--- config.mk ---
export PLATFORM = sky130hd
export DESIGN_NAME = hsv_color_blob_bounding_box_unit
export DESIGN_NICKNAME = d
export VERILOG_FILES = /design/src/rtl/hsvbb_pkg.sv /design/src/rtl/hsv_color_blob_bounding_box_unit.sv /design/src/rtl/hsvbb_front.sv /design/src/rtl/hsvbb_queue.sv /design/src/rtl/hsvbb_back.sv
export SDC_FILE = /design/constraint.sdc
export NUM_CORES = 2
export LEC_CHECK = 0
export ABC_AREA = 0
export ABC_CLOCK_PERIOD_IN_PS = 8400
export BUFFER_PORTS_ARGS = -buffer_cell sky130_fd_sc_hd__buf_2
export CORE_UTILIZATION = 57
export DETAILED_ROUTE_END_ITERATION = 8
export PLACE_DENSITY = 0.85
export SETUP_SLACK_MARGIN = 0.15
export SLEW_MARGIN = 5
export SYNTH_ARGS = -nofsm -noshare
export SYNTH_HDL_FRONTEND = slang
export SYNTH_SLANG_ARGS = --single-unit
--- constraint.sdc ---
create_clock -name i_clk -period 8.4 [get_ports i_clk]
set_input_delay 2.52 -clock i_clk [delete_from_list [all_inputs] [get_ports i_clk]]
set_output_delay 2.52 -clock i_clk [all_outputs]
set_load 0.02 [all_outputs]
--- src/rtl/hsvbb_pkg.sv ---
// Types, constants and register map of the HSV blob bounding box unit.
// Used by the top level, front end, queue and back end; depends on nothing.
package hsvbb_pkg;

    // field widths
    localparam int CHAN_W  = 8;
    localparam int COORD_W = 11;
    localparam int CDBL_W  = COORD_W + 1;
    localparam int COUNT_W = 23;

    // largest legal coordinate plus one
    localparam int MAX_WIDTH  = 2048;
    localparam int MAX_HEIGHT = 2048;

    localparam logic [COUNT_W-1:0] COUNT_MAX = {COUNT_W{1'b1}};
    localparam logic [COORD_W-1:0] EDGE_ONES = {COORD_W{1'b1}};

    // classification queue
    localparam int QUEUE_DEPTH = 4;
    localparam int QPTR_W      = $clog2(QUEUE_DEPTH);
    localparam int LEVEL_W     = $clog2(QUEUE_DEPTH + 1);

    // register map: index = paddr[4:2]
    localparam int APB_AW = 5;
    localparam int APB_DW = 32;
    localparam logic [2:0] REG_HUE_CENTRE      = 3'd0;
    localparam logic [2:0] REG_HUE_HALF_WINDOW = 3'd1;
    localparam logic [2:0] REG_SATURATION_MIN  = 3'd2;
    localparam logic [2:0] REG_VALUE_MIN       = 3'd3;
    localparam logic [2:0] REG_MIN_PIXEL_COUNT = 3'd4;

    // register reset values
    localparam logic [7:0]         RST_HUE_CENTRE      = 8'd60;
    localparam logic [6:0]         RST_HUE_HALF_WINDOW = 7'd10;
    localparam logic [6:0]         RST_SATURATION_MIN  = 7'd75;
    localparam logic [6:0]         RST_VALUE_MIN       = 7'd20;
    localparam logic [COUNT_W-1:0] RST_MIN_PIXEL_COUNT = 23'd100;

    typedef struct packed {
        logic [7:0]         hue_centre;
        logic [6:0]         hue_half_window;
        logic [6:0]         saturation_min;
        logic [6:0]         value_min;
        logic [COUNT_W-1:0] min_pixel_count;
    } t_cfg;

    typedef struct packed {
        logic [CHAN_W-1:0]  blue;
        logic [CHAN_W-1:0]  green;
        logic [CHAN_W-1:0]  red;
        logic [COORD_W-1:0] pixel_x;
        logic [COORD_W-1:0] pixel_y;
        logic               frame_end;
    } t_pixel;

    // one classified pixel, front to back
    typedef struct packed {
        logic               match;
        logic [COORD_W-1:0] pixel_x;
        logic [COORD_W-1:0] pixel_y;
        logic               frame_end;
    } t_class;

    typedef struct packed {
        logic [LEVEL_W-1:0] level;
        logic               empty;
    } t_q_status;

    typedef struct packed {
        logic               found;
        logic [CDBL_W-1:0]  centre_x_doubled;
        logic [CDBL_W-1:0]  centre_y_doubled;
        logic [COORD_W-1:0] box_width;
        logic [COORD_W-1:0] box_height;
        logic [COUNT_W-1:0] match_count;
    } t_result;

endpackage

--- src/rtl/hsv_color_blob_bounding_box_unit.sv ---
// HSV color blob bounding box unit: top level with the register block.
// Depends on hsvbb_pkg, hsvbb_front, hsvbb_queue and hsvbb_back.
//
// Pixel stream in on s_axis: one beat per pixel (BGR, x, y), tlast on the
// frame's last pixel. One result beat per frame on m_axis: found flag,
// doubled box centers, box width and height, and match count.
// Registers sit on the APB port at byte addresses 0x00..0x10; write them
// only while no pixel is in flight.
// Throughput: one pixel per cycle while the queue has room. The front end
// takes a beat only when a slot in the four-entry classification queue is
// reserved for it, which covers the two pipeline stages in flight.
// The last pixel of a frame passes both front stages and the queue, then
// the result is registered once the output register is free.
// When the receiver stalls, the result holds; pixels keep flowing until a
// second frame end reaches the accumulator, then the queue fills and
// s_axis_tready drops.
// Reset (synchronous, active low) restores register defaults, clears the
// count, sets the edges to their empty values and empties the queue.
module hsv_color_blob_bounding_box_unit #(
    parameter int MAX_WIDTH  = hsvbb_pkg::MAX_WIDTH,
    parameter int MAX_HEIGHT = hsvbb_pkg::MAX_HEIGHT
) (
    input  logic                         i_clk,
    input  logic                         i_rst_n,
    // pixel stream
    input  logic                         s_axis_tvalid,
    output logic                         s_axis_tready,
    // [7:0] blue, [15:8] green, [23:16] red, [34:24] pixel_x, [45:35] pixel_y
    input  logic [47:0]                  s_axis_tdata,
    input  logic                         s_axis_tlast,
    // result stream
    output logic                         m_axis_tvalid,
    input  logic                         m_axis_tready,
    // [0] found, [12:1] centre_x_doubled, [24:13] centre_y_doubled,
    // [35:25] box_width, [46:36] box_height, [69:47] match_count
    output logic [71:0]                  m_axis_tdata,
    // register port
    input  logic                         psel,
    input  logic                         penable,
    input  logic                         pwrite,
    input  logic [hsvbb_pkg::APB_AW-1:0] paddr,
    input  logic [hsvbb_pkg::APB_DW-1:0] pwdata,
    output logic [hsvbb_pkg::APB_DW-1:0] prdata,
    output logic                         pready
);
    import hsvbb_pkg::*;

    t_cfg      r_cfg;
    t_pixel    w_pixel;
    t_class    w_push_entry;
    t_class    w_head;
    t_q_status w_q_status;
    t_result   w_result;
    logic      w_push;
    logic      w_pop;
    logic      w_wr;
    logic [2:0] w_reg_idx;

    assign pready    = 1'b1;
    assign w_wr      = psel && penable && pwrite && pready;
    assign w_reg_idx = paddr[4:2];

    // register writes
    always_ff @(posedge i_clk) begin
        if (!i_rst_n) begin
            r_cfg.hue_centre      <= RST_HUE_CENTRE;
            r_cfg.hue_half_window <= RST_HUE_HALF_WINDOW;
            r_cfg.saturation_min  <= RST_SATURATION_MIN;
            r_cfg.value_min       <= RST_VALUE_MIN;
            r_cfg.min_pixel_count <= RST_MIN_PIXEL_COUNT;
        end else if (w_wr) begin
            unique case (w_reg_idx)
                REG_HUE_CENTRE:      r_cfg.hue_centre      <= pwdata[7:0];
                REG_HUE_HALF_WINDOW: r_cfg.hue_half_window <= pwdata[6:0];
                REG_SATURATION_MIN:  r_cfg.saturation_min  <= pwdata[6:0];
                REG_VALUE_MIN:       r_cfg.value_min       <= pwdata[6:0];
                REG_MIN_PIXEL_COUNT: r_cfg.min_pixel_count <= pwdata[COUNT_W-1:0];
                default: ;
            endcase
        end
    end

    // register reads
    always_comb begin
        unique case (w_reg_idx)
            REG_HUE_CENTRE:      prdata = APB_DW'(r_cfg.hue_centre);
            REG_HUE_HALF_WINDOW: prdata = APB_DW'(r_cfg.hue_half_window);
            REG_SATURATION_MIN:  prdata = APB_DW'(r_cfg.saturation_min);
            REG_VALUE_MIN:       prdata = APB_DW'(r_cfg.value_min);
            REG_MIN_PIXEL_COUNT: prdata = APB_DW'(r_cfg.min_pixel_count);
            default:             prdata = '0;
        endcase
    end

    // unpack pixel beat
    assign w_pixel.blue      = s_axis_tdata[7:0];
    assign w_pixel.green     = s_axis_tdata[15:8];
    assign w_pixel.red       = s_axis_tdata[23:16];
    assign w_pixel.pixel_x   = s_axis_tdata[34:24];
    assign w_pixel.pixel_y   = s_axis_tdata[45:35];
    assign w_pixel.frame_end = s_axis_tlast;

    hsvbb_front #(
        .MAX_WIDTH  (MAX_WIDTH),
        .MAX_HEIGHT (MAX_HEIGHT)
    ) u_front (
        .i_clk      (i_clk),
        .i_rst_n    (i_rst_n),
        .i_cfg      (r_cfg),
        .i_valid    (s_axis_tvalid),
        .i_pixel    (w_pixel),
        .o_ready    (s_axis_tready),
        .i_q_status (w_q_status),
        .o_push     (w_push),
        .o_entry    (w_push_entry)
    );

    hsvbb_queue u_queue (
        .i_clk    (i_clk),
        .i_rst_n  (i_rst_n),
        .i_push   (w_push),
        .i_entry  (w_push_entry),
        .i_pop    (w_pop),
        .o_head   (w_head),
        .o_status (w_q_status)
    );

    hsvbb_back u_back (
        .i_clk      (i_clk),
        .i_rst_n    (i_rst_n),
        .i_cfg      (r_cfg),
        .i_head     (w_head),
        .i_q_status (w_q_status),
        .o_pop      (w_pop),
        .o_valid    (m_axis_tvalid),
        .i_ready    (m_axis_tready),
        .o_result   (w_result)
    );

    // pack result beat
    assign m_axis_tdata = {2'b00,
                           w_result.match_count,
                           w_result.box_height,
                           w_result.box_width,
                           w_result.centre_y_doubled,
                           w_result.centre_x_doubled,
                           w_result.found};

endmodule

--- src/rtl/hsvbb_front.sv ---
// Front end: HSV conversion and threshold test, three stages, credit flow control.
// Depends on hsvbb_pkg; pushes classified pixels into hsvbb_queue.
module hsvbb_front #(
    parameter int MAX_WIDTH  = hsvbb_pkg::MAX_WIDTH,
    parameter int MAX_HEIGHT = hsvbb_pkg::MAX_HEIGHT
) (
    input  logic                i_clk,
    input  logic                i_rst_n,
    input  hsvbb_pkg::t_cfg     i_cfg,
    input  logic                i_valid,
    input  hsvbb_pkg::t_pixel   i_pixel,
    output logic                o_ready,
    input  hsvbb_pkg::t_q_status i_q_status,
    output logic                o_push,
    output hsvbb_pkg::t_class   o_entry
);
    import hsvbb_pkg::*;

    typedef enum logic [1:0] {HUE_NONE, HUE_RED, HUE_GREEN, HUE_BLUE} t_hue_sel;

    logic               w_accept;
    logic [CHAN_W-1:0]  w_mx;
    logic [CHAN_W-1:0]  w_mn;
    t_hue_sel           w_sel;
    logic [7:0]         w_base;
    logic signed [8:0]  w_diff;
    logic               w_coord_ok;

    // stage 1: max, min, hue sector
    logic               r1_valid;
    logic [7:0]         r1_base;
    logic signed [8:0]  r1_diff;
    logic [CHAN_W-1:0]  r1_d;
    logic [CHAN_W-1:0]  r1_mx;
    logic [COORD_W-1:0] r1_x;
    logic [COORD_W-1:0] r1_y;
    logic               r1_last;
    logic               r1_coord_ok;

    // stage 2: scaled hue, bounds and products
    logic [15:0]        w_base_prod;
    logic signed [17:0] w_diff30;
    logic signed [9:0]  w_lo_c;
    logic [9:0]         w_hi_c;
    logic               r2_valid;
    logic signed [17:0] r2_hnum;
    logic signed [18:0] r2_lo;
    logic [18:0]        r2_hi;
    logic [14:0]        r2_sat_l;
    logic [14:0]        r2_sat_r;
    logic               r2_mx_zero;
    logic [14:0]        r2_val_l;
    logic [14:0]        r2_val_r;
    logic [COORD_W-1:0] r2_x;
    logic [COORD_W-1:0] r2_y;
    logic               r2_last;
    logic               r2_coord_ok;

    logic               w_hue_ok;
    logic               w_sat_ok;
    logic               w_val_ok;

    // accept only with a queue slot reserved for every pixel in flight
    assign o_ready  = (LEVEL_W'(i_q_status.level) + LEVEL_W'(r1_valid) + LEVEL_W'(r2_valid))
                      < LEVEL_W'(QUEUE_DEPTH);
    assign w_accept = i_valid && o_ready;

    // channel extremes
    always_comb begin
        w_mx = i_pixel.red;
        if (i_pixel.green > w_mx) w_mx = i_pixel.green;
        if (i_pixel.blue > w_mx)  w_mx = i_pixel.blue;
        w_mn = i_pixel.red;
        if (i_pixel.green < w_mn) w_mn = i_pixel.green;
        if (i_pixel.blue < w_mn)  w_mn = i_pixel.blue;
    end

    // hue sector; red wins ties, then green
    always_comb begin
        priority if (w_mx == w_mn)        w_sel = HUE_NONE;
        else if (w_mx == i_pixel.red)     w_sel = HUE_RED;
        else if (w_mx == i_pixel.green)   w_sel = HUE_GREEN;
        else                              w_sel = HUE_BLUE;
    end

    always_comb begin
        unique case (w_sel)
            HUE_RED: begin
                w_base = (i_pixel.green < i_pixel.blue) ? 8'd180 : 8'd0;
                w_diff = $signed({1'b0, i_pixel.green}) - $signed({1'b0, i_pixel.blue});
            end
            HUE_GREEN: begin
                w_base = 8'd60;
                w_diff = $signed({1'b0, i_pixel.blue}) - $signed({1'b0, i_pixel.red});
            end
            HUE_BLUE: begin
                w_base = 8'd120;
                w_diff = $signed({1'b0, i_pixel.red}) - $signed({1'b0, i_pixel.green});
            end
            default: begin
                w_base = 8'd0;
                w_diff = 9'sd0;
            end
        endcase
    end

    assign w_coord_ok = (32'(i_pixel.pixel_x) < 32'(MAX_WIDTH))
                     && (32'(i_pixel.pixel_y) < 32'(MAX_HEIGHT));

    // stage 2 arithmetic: hue times d and window bounds times d
    assign w_base_prod = {8'b0, r1_base} * {8'b0, r1_d};
    assign w_diff30    = 18'(r1_diff) * 18'sd30;
    assign w_lo_c      = $signed({2'b0, i_cfg.hue_centre}) - $signed({3'b0, i_cfg.hue_half_window});
    assign w_hi_c      = {2'b0, i_cfg.hue_centre} + {3'b0, i_cfg.hue_half_window};

    // pipeline valids
    always_ff @(posedge i_clk) begin
        if (!i_rst_n) begin
            r1_valid <= 1'b0;
            r2_valid <= 1'b0;
        end else begin
            r1_valid <= w_accept;
            r2_valid <= r1_valid;
        end
    end

    // pipeline payload
    always_ff @(posedge i_clk) begin
        r1_base     <= w_base;
        r1_diff     <= w_diff;
        r1_d        <= w_mx - w_mn;
        r1_mx       <= w_mx;
        r1_x        <= i_pixel.pixel_x;
        r1_y        <= i_pixel.pixel_y;
        r1_last     <= i_pixel.frame_end;
        r1_coord_ok <= w_coord_ok;

        r2_hnum     <= $signed({2'b00, w_base_prod}) + w_diff30;
        r2_lo       <= 19'(w_lo_c) * $signed({11'b0, r1_d});
        r2_hi       <= {9'b0, w_hi_c} * {11'b0, r1_d};
        r2_sat_l    <= {7'b0, r1_d} * 15'd100;
        r2_sat_r    <= {8'b0, i_cfg.saturation_min} * {7'b0, r1_mx};
        r2_mx_zero  <= (r1_mx == '0);
        r2_val_l    <= {7'b0, r1_mx} * 15'd100;
        r2_val_r    <= {8'b0, i_cfg.value_min} * 15'd255;
        r2_x        <= r1_x;
        r2_y        <= r1_y;
        r2_last     <= r1_last;
        r2_coord_ok <= r1_coord_ok;
    end

    // stage 3: compares, straight into the queue
    assign w_hue_ok = !(19'(r2_hnum) < r2_lo) && !(19'(r2_hnum) > $signed(r2_hi));
    assign w_sat_ok = r2_mx_zero ? (i_cfg.saturation_min == '0) : !(r2_sat_l < r2_sat_r);
    assign w_val_ok = !(r2_val_l < r2_val_r);

    assign o_push            = r2_valid;
    assign o_entry.match     = r2_coord_ok && w_hue_ok && w_sat_ok && w_val_ok;
    assign o_entry.pixel_x   = r2_x;
    assign o_entry.pixel_y   = r2_y;
    assign o_entry.frame_end = r2_last;

endmodule

--- src/rtl/hsvbb_queue.sv ---
// Short FIFO of classified pixels between front end and accumulator.
// Depends on hsvbb_pkg; never written when full thanks to the front's credit check.
module hsvbb_queue (
    input  logic                 i_clk,
    input  logic                 i_rst_n,
    input  logic                 i_push,
    input  hsvbb_pkg::t_class    i_entry,
    input  logic                 i_pop,
    output hsvbb_pkg::t_class    o_head,
    output hsvbb_pkg::t_q_status o_status
);
    import hsvbb_pkg::*;

    t_class             r_slot [QUEUE_DEPTH];
    logic [QPTR_W-1:0]  r_wr_ptr;
    logic [QPTR_W-1:0]  r_rd_ptr;
    logic [LEVEL_W-1:0] r_level;

    // pointers and fill level
    always_ff @(posedge i_clk) begin
        if (!i_rst_n) begin
            r_wr_ptr <= '0;
            r_rd_ptr <= '0;
            r_level  <= '0;
        end else begin
            if (i_push) r_wr_ptr <= QPTR_W'(r_wr_ptr + 1'b1);
            if (i_pop)  r_rd_ptr <= QPTR_W'(r_rd_ptr + 1'b1);
            if (i_push && !i_pop)      r_level <= LEVEL_W'(r_level + 1'b1);
            else if (!i_push && i_pop) r_level <= LEVEL_W'(r_level - 1'b1);
        end
    end

    // storage
    always_ff @(posedge i_clk) begin
        if (i_push) r_slot[r_wr_ptr] <= i_entry;
    end

    assign o_head         = r_slot[r_rd_ptr];
    assign o_status.level = r_level;
    assign o_status.empty = (r_level == '0);

endmodule

--- src/rtl/hsvbb_back.sv ---
// Back end: match count, bounding box edges and the registered frame result.
// Depends on hsvbb_pkg; drains hsvbb_queue and drives the result stream.
module hsvbb_back (
    input  logic                 i_clk,
    input  logic                 i_rst_n,
    input  hsvbb_pkg::t_cfg      i_cfg,
    input  hsvbb_pkg::t_class    i_head,
    input  hsvbb_pkg::t_q_status i_q_status,
    output logic                 o_pop,
    output logic                 o_valid,
    input  logic                 i_ready,
    output hsvbb_pkg::t_result   o_result
);
    import hsvbb_pkg::*;

    logic [COUNT_W-1:0] r_total;
    logic [COORD_W-1:0] r_left;
    logic [COORD_W-1:0] r_top;
    logic [COORD_W-1:0] r_right;
    logic [COORD_W-1:0] r_bottom;
    logic               r_out_valid;
    t_result            r_out;

    logic               w_hit;
    logic               w_close;
    logic [COUNT_W-1:0] n_total;
    logic [COORD_W-1:0] n_left;
    logic [COORD_W-1:0] n_top;
    logic [COORD_W-1:0] n_right;
    logic [COORD_W-1:0] n_bottom;
    logic               n_found;
    logic               n_geom;
    t_result            n_out;

    // a frame-end beat waits only for the output register
    assign o_pop   = !i_q_status.empty && (!i_head.frame_end || !r_out_valid || i_ready);
    assign w_hit   = o_pop && i_head.match;
    assign w_close = o_pop && i_head.frame_end;

    // accumulator update, count saturates
    always_comb begin
        n_total  = r_total;
        n_left   = r_left;
        n_top    = r_top;
        n_right  = r_right;
        n_bottom = r_bottom;
        if (w_hit) begin
            if (r_total != COUNT_MAX)    n_total  = COUNT_W'(r_total + 1'b1);
            if (i_head.pixel_x < r_left)   n_left   = i_head.pixel_x;
            if (i_head.pixel_y < r_top)    n_top    = i_head.pixel_y;
            if (i_head.pixel_x > r_right)  n_right  = i_head.pixel_x;
            if (i_head.pixel_y > r_bottom) n_bottom = i_head.pixel_y;
        end
    end

    // frame result; geometry zero unless found with at least one match
    always_comb begin
        n_found                = (n_total >= i_cfg.min_pixel_count);
        n_geom                 = n_found && (n_total != '0);
        n_out.found            = n_found;
        n_out.match_count      = n_total;
        n_out.centre_x_doubled = n_geom ? CDBL_W'(n_left) + CDBL_W'(n_right) : '0;
        n_out.centre_y_doubled = n_geom ? CDBL_W'(n_top) + CDBL_W'(n_bottom) : '0;
        n_out.box_width        = n_geom ? COORD_W'(n_right - n_left) : '0;
        n_out.box_height       = n_geom ? COORD_W'(n_bottom - n_top) : '0;
    end

    // accumulators and output valid
    always_ff @(posedge i_clk) begin
        if (!i_rst_n) begin
            r_total     <= '0;
            r_left      <= EDGE_ONES;
            r_top       <= EDGE_ONES;
            r_right     <= '0;
            r_bottom    <= '0;
            r_out_valid <= 1'b0;
        end else begin
            if (w_close) begin
                r_total  <= '0;
                r_left   <= EDGE_ONES;
                r_top    <= EDGE_ONES;
                r_right  <= '0;
                r_bottom <= '0;
            end else begin
                r_total  <= n_total;
                r_left   <= n_left;
                r_top    <= n_top;
                r_right  <= n_right;
                r_bottom <= n_bottom;
            end
            if (w_close)      r_out_valid <= 1'b1;
            else if (i_ready) r_out_valid <= 1'b0;
        end
    end

    // result register
    always_ff @(posedge i_clk) begin
        if (w_close) r_out <= n_out;
    end

    assign o_valid  = r_out_valid;
    assign o_result = r_out;

endmodule

==> flow_metrics.py <==
metrics = {
    "outcome": {
        "status": "complete, no violations",
    },
    "logic_synthesis": {
        "syn_area_um2": 36200,
        "yosys-top-cells-area": "sky130_fd_sc_hd__ha_1 18%, sky130_fd_sc_hd__dfxtp_1 17%, sky130_fd_sc_hd__edfxtp_1 14%, sky130_fd_sc_hd__fa_1 11%, sky130_fd_sc_hd__inv_1 6.5%",
        "synth_edf_count": 164,
        "synth_area_per_cell_um2": 9.67,
        "synth_top_area_share": 0.176,
        "synthTopCellsByCount": "624 x sky130_fd_sc_hd__inv_1, 510 x sky130_fd_sc_hd__ha_1, 316 x sky130_fd_sc_hd__dfxtp_1, 261 x sky130_fd_sc_hd__nand2_1, 205 x sky130_fd_sc_hd__fa_1",
        "synth_most_common_cell": "sky130_fd_sc_hd__inv_1",
        "synth_async_sr_flop_share": 0,
        "cell_count_after_synthesis": 3740,
        "synth.lib_cells_used.distinct": 88,
        "postSynth.topFlopCell": "sky130_fd_sc_hd__dfxtp_1",
        "seq_area_frac_synth": 0.311,
        "post-synth-top-area-cell": "sky130_fd_sc_hd__ha_1",
        "synth.yosys.warnings": 0,
        "postSynthRegisterBits": 480,
    },
    "floorplanning": {
        "fp.dieArea_um2": 64500,
        "floorplan.core_area_um2": 62200,
        "top_level_i_o_count": 200,
        "height_of_the_chip_um": 254,
        "die_width_um": 254,
        "floorplan.rows": 91,
        "initial_core_util": 0.582,
    },
    "critical_path": {
        "worst-path-max-fanout": 6,
        "critPathArrivalTime_ns": 7.86,
        "startpoint_type": "input port",
        "cp_slowest_cell": "sky130_fd_sc_hd__a2111oi_1",
        "reg2reg_depth": 25,
        "setup.worst_path.class": "input port to flip-flop",
        "required_ns": 8.92,
        "critPathCaptureType": "flip-flop",
        "critical_path.top_delay_family": "compound AO/OA/AOI/OAI gates",
        "timing.critical_path.slowest_cell_delay_ns": 0.61,
        "worst-path-buf-inv": 5,
        "worstReg2RegStart": "r_cfg[39]",
        "worst_path_most_repeated_cell": "sky130_fd_sc_hd__nand2_1",
        "worst-r2r-setup-slack_ns": 1.08,
        "critical_path.reg2reg.endpoint": "u_front.r2_lo[17]",
    },
    "timing": {
        "final.setup_skew_ns": 0.0413,
        "final-max-slew-violation-count": 0,
        "peak_freq_mhz": 136,
        "final.period_utilization": 0.874,
        "fin_tns_setup_ns": 0,
        "timing.final.setup_violations": 0,
        "tightest_slew_ns": 1.19,
        "grt_setup_unrepaired": "false",
        "timing.final.hold_violations": 0,
        "maxSlewHeadroom": 0.204,
        "finalWorstPathRequiredPeriod_ns": 7.34,
    },
    "clock_network": {
        "worst_skew_pair.late_latency_ns": 0.62,
        "longest_clk_path_bufs": 3,
        "tritoncts": "built",
        "number_of_cells_upsized_or_downsized_after_cts": 0,
        "cts-htree-levels": 2,
        "cts-buffers-inserted": 49,
        "clk_root_buffer_cell": "sky130_fd_sc_hd__clkbuf_16",
        "clkSlewWorstSetupHoldPaths_ns": 0.06,
        "cts_post_setup_buffers_inserted": 0,
        "clock_sink_count": 480,
        "cts_hold_buffers": 0,
    },
    "detailed_routing": {
        "detail_route.drc_violations": 0,
        "vias_per_cell": 5.61,
        "detail_route.first_pass.iterations": 5,
        "drt_iter0_markers": 2053,
        "via_count": 27000,
        "final_antenna_violating_net_count": 0,
        "detail_route.wl_per_cell_um": 17.7,
        "route.final.wire_length_mm": 85.0,
    },
    "global_route": {
        "grt.overflow.total": 0,
        "grt_max_degree": 69,
        "grt_usage": 0.266,
        "grt_pass1_wl_mm": 137,
        "antenna_violations_before_repair": 3,
        "first_global_vias": 27500,
    },
    "cells_and_area": {
        "finalNetCount": 4738,
        "syn_to_final_growth_pct": 9.90,
        "layout.cells.non_filler": 4811,
        "layout-drive-gt1-share": 0.0967,
    },
    "worst_hold_path": {
        "origin_of_the_worst_min_delay_path": "u_front.r1_y[9]",
        "hold_depth": 0,
        "hold_end": "u_front.r2_y[9]",
        "holdCritPathClass": "flip-flop to flip-flop",
    },
    "place": {
        "port_buffers": 174,
        "detailedPlacementHpwl_mm": 62.9,
        "placed_cells_incl_taps": 4716,
        "routabilityCongestion": 0.931,
    },
    "job": {
        "drv_cap": 0,
    },
}
## layer usage
metal	up-vias	track usage	wire, µm
li1	12800	-	-
met1	12900	0.338	35000
met2	1028	0.457	41100
met3	244	0.0364	5670
met4	0	0.103	3260
met5	-	0	0
## flip-flops by register name, summed over array words and instances (netlist names), 17 cells and up, named ones only
signal           count
u_queue.r_slot      96
r_cfg               52
u_back.r_total      23
u_back.o_result     68
u_front.r2_hi       18
u_front.r2_lo       17
u_front.r2_hnum     17
## cells in the final DEF (no fill, tap or decap), drive strengths merged, types with 59 or more instances in the layout
cell    Yosys  layout
xnor2     145     145
fa        205     205
a21oi     198     198
buf        32     230
edfxtp    164     164
and2      133     133
inv       624     628
dfxtp     316     316
nor2b      88      88
nand2     262     262
nand3      59      59
o21ai     113     113
nor2      189     189
mux2i      70      70
clkbuf     69      60
ha        510     510
## cell type report
cell class / instances / area (µm²)
diodes: 3 / 7.51
clock buffers: 60 / 1330
clock inverters: 32 / 318
fillers: 4602 / 22400
inverters: 627 / 2350
multi-input cells: 2542 / 22100
flip-flops and latches: 480 / 11300
well taps: 837 / 1050
repair buffers: 230 / 1300
## metrics by stage
stage           util  hold WS [ns]  cell area, µm²  setup slack, ns
5_1_grt        0.639         0.330           39700            0.590
2_1_floorplan      -         0.310           36200            0.426
3_5_place_dp   0.613         0.313           38100            0.571
4_1_cts        0.639         0.328           39700             1.13
3_3_place_gp   0.613         0.311           38100            0.641
6_report       0.639         0.325           39700             1.06
## worst max path at each step
stage	start	slack, ns	endpoint	depth (start not counted)
after global routing	r_cfg[39]	0.59	u_front.r2_lo[16]	27
after detailed placement	s_axis_tdata[14]	0.57	u_front.r1_d[6]	27
after global placement	s_axis_tdata[14]	0.64	u_front.r1_d[6]	27
final	s_axis_tdata[14]	1.06	u_front.r1_d[6]	27
after CTS	s_axis_tdata[14]	1.13	u_front.r1_d[6]	27
after floorplan	s_axis_tdata[14]	0.43	u_front.r1_d[6]	26
## cells by family after synthesis
kind of cell,count (synthesis),share of synthesized area
multiplexers,112,0.0403
other,2,0.000208
AO/OA/AOI/OAI,595,0.105
buffers and inverters,728,0.0785
AND/OR/NAND/NOR,910,0.127
XOR/XNOR,198,0.0480
adder cells (fa/ha/maj),715,0.290
flip-flops,480,0.311
Power is not shown: default switching activity piles up to over one toggle a cycle in this logic, so the estimate is an artifact.
